==> src/design/pwmt_pkg.sv <==
// Shared types and constants of the PWM timer register block.
// Holds command codes, decoded operation and result types. No dependencies.
package pwmt_pkg;

   localparam int NUM_CHANNELS_DEF = 4;
   localparam int COUNT_WIDTH_DEF  = 32;
   localparam int QUEUE_DEPTH      = 2;

   localparam int DATA_W   = 32;
   localparam int OFFSET_W = 8;
   localparam int CMD_W    = 2;
   localparam int CHAN_W   = 4;   // channel field of an offset: offset[7:4] - 1
   localparam int CTRL_W   = 4;   // control bits kept
   localparam int CTRL_EN_BIT = 0;

   localparam logic [OFFSET_W-1:0] GLOBAL_OFFSET = 8'h00;
   localparam logic [OFFSET_W-1:0] CHAN_BASE     = 8'h10;

   // channel register offsets within a 0x10 window
   localparam logic [3:0] REG_CTRL   = 4'h0;
   localparam logic [3:0] REG_PERIOD = 4'h4;
   localparam logic [3:0] REG_DUTY   = 4'h8;
   localparam logic [3:0] REG_COUNT  = 4'hC;

   typedef enum logic [CMD_W-1:0] {
      CMD_TICK  = 2'd0,
      CMD_READ  = 2'd1,
      CMD_WRITE = 2'd2,
      CMD_NOP   = 2'd3
   } cmd_type;

   typedef enum logic [1:0] {
      OPK_TICK,
      OPK_READ,
      OPK_WRITE,
      OPK_NOP
   } op_kind_type;

   typedef enum logic [2:0] {
      TGT_GLOBAL,
      TGT_CTRL,
      TGT_PERIOD,
      TGT_DUTY,
      TGT_COUNT,
      TGT_BAD
   } target_type;

   typedef struct packed {
      op_kind_type        kind;
      target_type         target;
      logic [CHAN_W-1:0]  chan;
      logic [DATA_W-1:0]  wdata;
   } op_type;

   typedef struct packed {
      logic [DATA_W-1:0] rdata;
      logic              bad_access;
      logic              timer_running;
   } rsp_type;

endpackage

==> src/design/pwmt_fifo.sv <==
// Small register-based queue used between the stages of the PWM timer.
// Standalone; no package dependency.
module pwmt_fifo #(
   parameter int WIDTH = 8,
   parameter int DEPTH = 2
) (
   input  logic             clock,
   input  logic             reset,
   input  logic             push,
   input  logic [WIDTH-1:0] din,
   output logic             full,
   input  logic             pop,
   output logic [WIDTH-1:0] dout,
   output logic             empty
);
   localparam int PTR_W = (DEPTH > 1) ? $clog2(DEPTH) : 1;
   localparam int CNT_W = $clog2(DEPTH + 1);

   logic [WIDTH-1:0] mem_ff [DEPTH];
   logic [PTR_W-1:0] wr_ptr_ff, wr_ptr_in;
   logic [PTR_W-1:0] rd_ptr_ff, rd_ptr_in;
   logic [CNT_W-1:0] count_ff, count_in;
   logic             push_ok, pop_ok;

   assign full    = (count_ff == CNT_W'(DEPTH));
   assign empty   = (count_ff == '0);
   assign push_ok = push && !full;
   assign pop_ok  = pop && !empty;
   assign dout    = mem_ff[rd_ptr_ff];

   always_comb begin
      wr_ptr_in = wr_ptr_ff;
      rd_ptr_in = rd_ptr_ff;
      count_in  = count_ff;
      if (push_ok) begin
         wr_ptr_in = (wr_ptr_ff == PTR_W'(DEPTH - 1)) ? '0 : wr_ptr_ff + 1'b1;
      end
      if (pop_ok) begin
         rd_ptr_in = (rd_ptr_ff == PTR_W'(DEPTH - 1)) ? '0 : rd_ptr_ff + 1'b1;
      end
      if (push_ok && !pop_ok) begin
         count_in = count_ff + 1'b1;
      end else if (pop_ok && !push_ok) begin
         count_in = count_ff - 1'b1;
      end
   end

   always_ff @(posedge clock) begin
      if (reset) begin
         wr_ptr_ff <= '0;
         rd_ptr_ff <= '0;
         count_ff  <= '0;
      end else begin
         wr_ptr_ff <= wr_ptr_in;
         rd_ptr_ff <= rd_ptr_in;
         count_ff  <= count_in;
      end
   end

   always_ff @(posedge clock) begin
      if (push_ok) begin
         mem_ff[wr_ptr_ff] <= din;
      end
   end

endmodule

==> src/design/pwmt_front.sv <==
// Front stage of the PWM timer: classifies each incoming item.
// Depends on pwmt_pkg for command codes and the decoded operation type.
module pwmt_front #(
   parameter int NUM_CHANNELS = pwmt_pkg::NUM_CHANNELS_DEF
) (
   input  logic [pwmt_pkg::CMD_W-1:0]    cmd,
   input  logic [pwmt_pkg::OFFSET_W-1:0] offset,
   input  logic [pwmt_pkg::DATA_W-1:0]   wdata,
   output pwmt_pkg::op_type              op
);
   import pwmt_pkg::*;

   localparam logic [CHAN_W:0] NumChan = (CHAN_W + 1)'(NUM_CHANNELS);

   logic [CHAN_W-1:0] chan;
   logic [3:0]        reg_sel;
   logic              is_write;
   target_type        chan_target;

   assign chan     = offset[7:4] - 4'd1;
   assign reg_sel  = offset[3:0];
   assign is_write = (cmd == CMD_WRITE);

   always_comb begin
      unique case (reg_sel)
         REG_CTRL:   chan_target = TGT_CTRL;
         REG_PERIOD: chan_target = TGT_PERIOD;
         REG_DUTY:   chan_target = TGT_DUTY;
         REG_COUNT:  chan_target = is_write ? TGT_BAD : TGT_COUNT;
         default:    chan_target = TGT_BAD;
      endcase
   end

   always_comb begin
      op.chan  = chan;
      op.wdata = wdata;
      if (offset == GLOBAL_OFFSET) begin
         op.target = TGT_GLOBAL;
      end else if (offset < CHAN_BASE || {1'b0, chan} >= NumChan) begin
         op.target = TGT_BAD;
      end else begin
         op.target = chan_target;
      end
      unique case (cmd)
         CMD_TICK:  op.kind = OPK_TICK;
         CMD_READ:  op.kind = OPK_READ;
         CMD_WRITE: op.kind = OPK_WRITE;
         default:   op.kind = OPK_NOP;
      endcase
   end

endmodule

==> src/design/pwmt_back.sv <==
// Back stage of the PWM timer: register file, channel counters and execution.
// Depends on pwmt_pkg for the operation and result types.
module pwmt_back #(
   parameter int NUM_CHANNELS = pwmt_pkg::NUM_CHANNELS_DEF,
   parameter int COUNT_WIDTH  = pwmt_pkg::COUNT_WIDTH_DEF
) (
   input  logic              clock,
   input  logic              reset,
   input  logic              go,
   input  pwmt_pkg::op_type  op,
   output pwmt_pkg::rsp_type rsp
);
   import pwmt_pkg::*;

   logic [NUM_CHANNELS-1:0] enable_ff, enable_in;
   logic [NUM_CHANNELS-1:0] done_ff, done_in;
   logic [CTRL_W-1:0]       control_ff [NUM_CHANNELS];
   logic [CTRL_W-1:0]       control_in [NUM_CHANNELS];
   logic [COUNT_WIDTH-1:0]  period_ff  [NUM_CHANNELS];
   logic [COUNT_WIDTH-1:0]  period_in  [NUM_CHANNELS];
   logic [COUNT_WIDTH-1:0]  duty_ff    [NUM_CHANNELS];
   logic [COUNT_WIDTH-1:0]  duty_in    [NUM_CHANNELS];
   logic [COUNT_WIDTH-1:0]  count_ff   [NUM_CHANNELS];
   logic [COUNT_WIDTH-1:0]  count_in   [NUM_CHANNELS];
   logic [COUNT_WIDTH-1:0]  count_inc  [NUM_CHANNELS];
   logic [DATA_W-1:0]       rd_chan;

   // read mux over the addressed channel
   always_comb begin
      rd_chan = '0;
      for (int c = 0; c < NUM_CHANNELS; c++) begin
         if (op.chan == CHAN_W'(c)) begin
            case (op.target)
               TGT_CTRL:   rd_chan = DATA_W'(control_ff[c]);
               TGT_PERIOD: rd_chan = DATA_W'(period_ff[c]);
               TGT_DUTY:   rd_chan = DATA_W'(duty_ff[c]);
               TGT_COUNT:  rd_chan = DATA_W'(count_ff[c]);
               default:    rd_chan = '0;
            endcase
         end
      end
   end

   always_comb begin
      enable_in = enable_ff;
      done_in   = done_ff;
      for (int c = 0; c < NUM_CHANNELS; c++) begin
         control_in[c] = control_ff[c];
         period_in[c]  = period_ff[c];
         duty_in[c]    = duty_ff[c];
         count_in[c]   = count_ff[c];
         count_inc[c]  = count_ff[c] + 1'b1;
      end
      rsp.rdata      = '0;
      rsp.bad_access = 1'b0;

      if (go) begin
         unique case (op.kind)
            OPK_TICK: begin
               for (int c = 0; c < NUM_CHANNELS; c++) begin
                  if (enable_ff[c]) begin
                     if (period_ff[c] != '0 && count_inc[c] >= period_ff[c]) begin
                        count_in[c] = '0;
                        done_in[c]  = 1'b1;
                     end else begin
                        count_in[c] = count_inc[c];
                     end
                  end
               end
            end
            OPK_READ: begin
               if (op.target == TGT_GLOBAL) begin
                  rsp.rdata = DATA_W'({done_ff, enable_ff});
               end else if (op.target == TGT_BAD) begin
                  rsp.bad_access = 1'b1;
               end else begin
                  rsp.rdata = rd_chan;
               end
            end
            OPK_WRITE: begin
               if (op.target == TGT_GLOBAL) begin
                  // write one to clear the done flags
                  done_in = done_ff & ~op.wdata[2*NUM_CHANNELS-1:NUM_CHANNELS];
               end else if (op.target == TGT_BAD) begin
                  rsp.bad_access = 1'b1;
               end else begin
                  for (int c = 0; c < NUM_CHANNELS; c++) begin
                     if (op.chan == CHAN_W'(c)) begin
                        case (op.target)
                           TGT_CTRL: begin
                              control_in[c] = op.wdata[CTRL_W-1:0];
                              enable_in[c]  = op.wdata[CTRL_EN_BIT];
                           end
                           TGT_PERIOD: period_in[c] = op.wdata[COUNT_WIDTH-1:0];
                           TGT_DUTY:   duty_in[c]   = op.wdata[COUNT_WIDTH-1:0];
                           default:    ;
                        endcase
                     end
                  end
               end
            end
            default: ;
         endcase
      end

      rsp.timer_running = |enable_in;
   end

   always_ff @(posedge clock) begin
      if (reset) begin
         enable_ff <= '0;
         done_ff   <= '0;
         for (int c = 0; c < NUM_CHANNELS; c++) begin
            control_ff[c] <= '0;
            period_ff[c]  <= '0;
            duty_ff[c]    <= '0;
            count_ff[c]   <= '0;
         end
      end else begin
         enable_ff <= enable_in;
         done_ff   <= done_in;
         for (int c = 0; c < NUM_CHANNELS; c++) begin
            control_ff[c] <= control_in[c];
            period_ff[c]  <= period_in[c];
            duty_ff[c]    <= duty_in[c];
            count_ff[c]   <= count_in[c];
         end
      end
   end

endmodule

==> src/design/pwm_timer_register_block_core.sv <==
// PWM timer register block, top level: classify, queue, execute, queue.
// Each item waits in the op queue and its result in the result queue before the result can be popped.
// Throughput: one item per cycle; the back stage executes one op per cycle and
//   stalls only when the result queue is full.
// Reset: synchronous, active high; clears both queues and all channel registers.
module pwm_timer_register_block_core #(
   parameter int NUM_CHANNELS = pwmt_pkg::NUM_CHANNELS_DEF,
   parameter int COUNT_WIDTH  = pwmt_pkg::COUNT_WIDTH_DEF
) (
   input  logic                          clock,
   input  logic                          reset,
   input  logic                          req_push,
   output logic                          req_full,
   input  logic [pwmt_pkg::CMD_W-1:0]    req_cmd,
   input  logic [pwmt_pkg::OFFSET_W-1:0] req_offset,
   input  logic [pwmt_pkg::DATA_W-1:0]   req_wdata,
   output logic                          rsp_empty,
   input  logic                          rsp_pop,
   output logic [pwmt_pkg::DATA_W-1:0]   rsp_rdata,
   output logic                          rsp_bad_access,
   output logic                          rsp_timer_running
);
   import pwmt_pkg::*;

   localparam int OP_W  = $bits(op_type);
   localparam int RSP_W = $bits(rsp_type);

   op_type           op_dec;     // decoded item from the front stage
   op_type           op_head;    // oldest queued op, feeding the back stage
   logic [OP_W-1:0]  op_head_bits;
   logic             op_empty;
   rsp_type          rsp_new;    // result produced by the back stage
   rsp_type          rsp_head;
   logic [RSP_W-1:0] rsp_head_bits;
   logic             rsp_full;
   logic             back_go;    // one op transfers from op queue to result queue

   // Classify the incoming item.
   pwmt_front #(
      .NUM_CHANNELS(NUM_CHANNELS)
   ) u_front (
      .cmd    (req_cmd),
      .offset (req_offset),
      .wdata  (req_wdata),
      .op     (op_dec)
   );

   // Hold decoded ops so the front keeps accepting while the back stalls.
   pwmt_fifo #(
      .WIDTH(OP_W),
      .DEPTH(QUEUE_DEPTH)
   ) u_op_queue (
      .clock (clock),
      .reset (reset),
      .push  (req_push),
      .din   (op_dec),
      .full  (req_full),
      .pop   (back_go),
      .dout  (op_head_bits),
      .empty (op_empty)
   );

   assign op_head = op_type'(op_head_bits);

   // Advance the back stage whenever an op waits and the result queue has room.
   assign back_go = !op_empty && !rsp_full;

   pwmt_back #(
      .NUM_CHANNELS(NUM_CHANNELS),
      .COUNT_WIDTH (COUNT_WIDTH)
   ) u_back (
      .clock (clock),
      .reset (reset),
      .go    (back_go),
      .op    (op_head),
      .rsp   (rsp_new)
   );

   // Hold finished results until the consumer pops them.
   pwmt_fifo #(
      .WIDTH(RSP_W),
      .DEPTH(QUEUE_DEPTH)
   ) u_rsp_queue (
      .clock (clock),
      .reset (reset),
      .push  (back_go),
      .din   (rsp_new),
      .full  (rsp_full),
      .pop   (rsp_pop),
      .dout  (rsp_head_bits),
      .empty (rsp_empty)
   );

   assign rsp_head          = rsp_type'(rsp_head_bits);
   assign rsp_rdata         = rsp_head.rdata;
   assign rsp_bad_access    = rsp_head.bad_access;
   assign rsp_timer_running = rsp_head.timer_running;

   // An accepted item must be waiting in the op queue on the next cycle.
   a_push_lands : assert property (@(posedge clock) disable iff (reset)
      (req_push && !req_full) |=> !op_empty)
      else $error("accepted item missing from op queue");

   // The back stage never pushes into a full result queue.
   a_no_rsp_overflow : assert property (@(posedge clock) disable iff (reset)
      back_go |-> !rsp_full)
      else $error("result pushed into full queue");

   // Ticks, writes and unused commands return zero read data.
   a_rdata_zero : assert property (@(posedge clock) disable iff (reset)
      (back_go && op_head.kind != OPK_READ) |-> (rsp_new.rdata == '0))
      else $error("non-read op returned read data");

   // Only bus accesses can flag a bad offset.
   a_bad_only_access : assert property (@(posedge clock) disable iff (reset)
      (back_go && (op_head.kind == OPK_TICK || op_head.kind == OPK_NOP))
         |-> !rsp_new.bad_access)
      else $error("tick or unused command flagged bad access");

endmodule

==> config.mk <==
export PLATFORM = sky130hd
export DESIGN_NAME = pwm_timer_register_block_core
export DESIGN_NICKNAME = d
export VERILOG_FILES = /design/src/design/pwmt_pkg.sv /design/src/design/pwmt_fifo.sv /design/src/design/pwmt_front.sv /design/src/design/pwmt_back.sv /design/src/design/pwm_timer_register_block_core.sv
export SDC_FILE = /design/constraint.sdc
export NUM_CORES = 1
export LEC_CHECK = 0
export ABC_AREA = 1
export BUFFER_PORTS_ARGS = -buffer_cell sky130_fd_sc_hd__buf_2
export CORE_ASPECT_RATIO = 1.25
export CORE_MARGIN = 2
export CORE_UTILIZATION = 50
export CTS_CLUSTER_SIZE = 40
export DETAILED_ROUTE_END_ITERATION = 10
export PLACE_DENSITY = 0.66
export RECOVER_POWER = 50
export SLEW_MARGIN = 15
export SYNTH_ARGS = -nofsm -noshare
export SYNTH_HDL_FRONTEND = slang
export SYNTH_SLANG_ARGS = --single-unit
==> constraint.sdc <==
create_clock -name clock -period 10 [get_ports clock]
set_clock_uncertainty 0.15 [all_clocks]
set_input_delay 0.5 -clock clock [delete_from_list [all_inputs] [get_ports clock]]
set_output_delay 0.5 -clock clock [all_outputs]
set_load 0.005 [all_outputs]
==> run_results.csv <==
group,metric,value,unit
status,outcome,"complete, but fails checks",
status,violations,"capacitance limit, slew limit",
min_path,hold_path.startpoint,"req_offset[6]",
power,total_power,6610,uW
cells_and_area,fin_nets,4088,
critical_path,path_cells,"inv_1, nand2_1, nand2_1, clkbuf_1, inv_1, nand2_1, nor2_1, clkbuf_1, nand2_1, clkbuf_1, o21ai_0, a21oi_1",
synth,synth-seq-cells,568,
timing,setup-tns-final,0,ns
clock_network,cts_tree,"yes",
global_routing,grt_max_degree,109,
drt,met1Wirelength,41.8,mm
critical_path,regToRegSetupSlack,3.05,ns
drt,viasPerCell,5.97,
global_routing,antenna_found_initial,7,
drt,dr_total_vias,28178,
synth,syn_avg_cell_area,7.71,um^2
critical_path,worst-path-max-fanout,43,
timing,layout_min_cycle_time,6.95,ns
placement,place_area,0.0309,mm^2
power,leakage,0.0123,uW
clock_network,cts-root-buf,"clkbuf_16",
global_routing,grt_pass1_vias,26042,
timing,rsz0062_at_grt,"false",
synth,synthCells,3914,
synth,synth_compound_area_frac,0.185,
synth,synth-xor-area-share,0.0328,
drt,wl_met3,9.01,mm
cells_and_area,drive_above_1_share,0.0582,
die,ios,82,
clock_network,numCtsBuffers,58,
critical_path,cp.required,10.44,ns
drt,wl_per_cell,22.9,um
cells_and_area,final_area,0.0331,mm^2
min_path,hold_path_class,"in -> reg",
power,peakVddDrop,0.182,mV
power,powerDensity,200,mW/mm^2
synth,yosysWarnings,0,
synth,synth_top_flop_cell,"dfxtp_1",
synth,synth_top_family_by_area,"simple AND/OR/NAND/NOR gates",
timing,hold_violations,0,
die,core_region_area,0.0596,mm^2
cells_and_area,fill_cells,5716,
die,rows,100,
placement,globalplace.congestion,0.982,
die,die_area,0.0623,mm^2
timing,finalMaxSlewViolations,386,
synth,syn_area,0.0302,mm^2
clock_network,clk-insertion-delay-late,0.67,ns
die,die_w,224,um
global_routing,track_usage,0.340,
cells_and_area,layout_common_cells,"nand2_1, a21oi_1, dfxtp_1",
cells_and_area,final_common_cell,"nand2_1",
critical_path,max_stage_delay,1.22,ns
min_path,min_delay_path_depth,2,
synth,synthMuxAreaShare,0.0127,
timing,hold_ws,0.0601,ns
cells_and_area,seq_area,0.0129,mm^2
synth,synthArstFlopShare,0,
synth,yosys.area_share.adder,0.0577,
cells_and_area,syn_to_final_growth,9.84,%
synth,synthSimpleGateAreaFrac,0.202,
die,dieHeight,279,um
clock_network,cts_buffer_depth,3,
placement,hpwlAfterDp,74.9,mm
drt,top_layer,"met5",
critical_path,critPathKind,"reg -> reg",
critical_path,crit_path_end_kind,"register",
clock_network,htreeDepth,2,
critical_path,cp-start-kind,"register",
clock_network,clkSinkCount,568,
cells_and_area,multiInputGateArea,0.0148,mm^2
drt,drc,0,
drt,drtPass1Iterations,6,
placement,numPortBuffers,81,
cells_and_area,antenna_cells,0,
drt,drt_wl_total,108,mm
timing,tightestPinTransition,3.65,ns
job,max-cap-violations,10,
timing,timing.fmax,0.144,GHz
drt,dr_wl_met2,50.1,mm
synth,syn-num-nets,4099,
die,start_util,0.507,
timing,fin_crit_sh,0.695,
synth,synthDistinctLibCells,46,
placement,dp.cells,4574,
timing,setup_viol,0,
cells_and_area,finalNonFillerCells,4718,
clock_network,clkTransAtPathRegs,0.07,ns
critical_path,cp_common_cell,"nand2_1",
min_path,hold-path-endpoint,"u_op_queue.mem_ff[1][34]",
global_routing,grt-ovfl-total,0,
timing,slew_headroom,-1.45,
drt,drtIter0Drc,3767,
synth,synth-seq-area-share,0.427,
critical_path,cpMaxStageDelayCell,"clkbuf_1",
critical_path,rr_worst_depth,12,
global_routing,grt_first_pass_wirelength,161,mm
drt,drtAntennaViolNets,0,
critical_path,timing.rr.end,"u_back.duty_ff[2][9]",
critical_path,arrival,7.39,ns
synth,synth-edff-count,150,
-- what timing repair did --
| action | CTS | global route |
|---|---|---|
| endpoints found under the hold margin | 66 | 2 |
| hold buffers | 33 | 1 |
| setup buffers | 0 | 0 |
| resized for setup | 0 | 0 |
| setup endpoints to repair | 0 | 0 |
-- synth_stat cells, types with 70 or more instances --
| library cell | number | area (um^2) |
|---|---|---|
| a21oi_1 | 556 | 2780 |
| clkbuf_1 | 146 | 548 |
| dfxtp_1 | 418 | 8370 |
| edfxtp_1 | 150 | 4500 |
| ha_1 | 139 | 1740 |
| inv_1 | 411 | 1540 |
| nand2_1 | 751 | 2820 |
| nand3_1 | 291 | 1460 |
| nand4_1 | 70 | 438 |
| nor2_1 | 190 | 713 |
| o21ai_0 | 237 | 1190 |
| xor2_1 | 79 | 692 |
-- final cells by class --
| class | instances | area share |
|---|---|---|
| Clock inverter | 43 | 0.0157 |
| Multi-Input combinational cell | 2705 | 0.446 |
| Timing Repair Buffer | 145 | 0.0270 |
| Sequential cell | 568 | 0.388 |
| Clock buffer | 67 | 0.0454 |
| Tap cell | 765 | 0.0289 |
| Inverter | 425 | 0.0482 |
-- power breakdown --
part	total (uW)	internal [uW]	leakage, uW	switching (uW)
sequential	2610	2570	0.00477	45.9
clock	2330	1320	0.000980	1000
combinational	1680	344	0.00655	1330
total	6610	4230	0.0123	2380
-- state kept, by name (all words and copies together) (netlist names), named ones only --
signal                 flops
u_back.count_ff          128
u_op_queue.mem_ff         82
u_back.enable_ff           4
u_rsp_queue.count_ff       2
u_back.done_ff             4
u_back.period_ff         128
u_op_queue.count_ff        2
u_op_queue.rd_ptr_ff       1
u_back.duty_ff           128
u_back.control_ff         16
u_rsp_queue.mem_ff        68
u_op_queue.wr_ptr_ff       1
u_rsp_queue.rd_ptr_ff      1
u_rsp_queue.wr_ptr_ff      1
-- critical path, delay by kind of cell, from the launching register on --
kind / cells / cell delay, ns
buf+inv: 5 / 4.43
compound gates: 2 / 0.48
simple gates: 5 / 1.44
flops: 1 / 0.31
-- metal layers --
metal,vias to the layer above,GRT usage
met5,-,0
met4,4,0.206
met2,1358,0.553
met3,320,0.0463
li1,13319,-
met1,13177,0.430
-- cell families (layout without fill, tap and decap cells) --
group / after synthesis / count (layout)
xor gates and xnor gates: 113 / 113
DFF: 568 / 568
and+or+nand+nor: 1409 / 1409
adders and majority gates: 139 / 139
AOI/OAI and AO/OA: 1010 / 1010
buffers and inverters: 641 / 680
muxes: 34 / 34
-- through the flow --
step	setup WS, ns	util
detailed placement	5.58	0.519
finish	3.05	0.556
floorplan	6.86	-
global placement	5.64	0.519
global route	2.66	0.556
CTS	5.55	0.559
-- worst max-delay path by stage --
stage                                     start  slack, ns                 endpoint
after CTS                              register       5.55  u_back.period_ff[3][12]
after detailed placement               register       5.58  u_back.period_ff[3][12]
after global routing                   register       2.66    u_back.duty_ff[2][22]
final                                  register       3.05     u_back.duty_ff[2][9]
after global placement                 register       5.64  u_back.period_ff[3][12]
after floorplan           u_back.count_ff[3][0]       6.86   u_back.count_ff[3][27]
(Power assumes the default switching activity.)
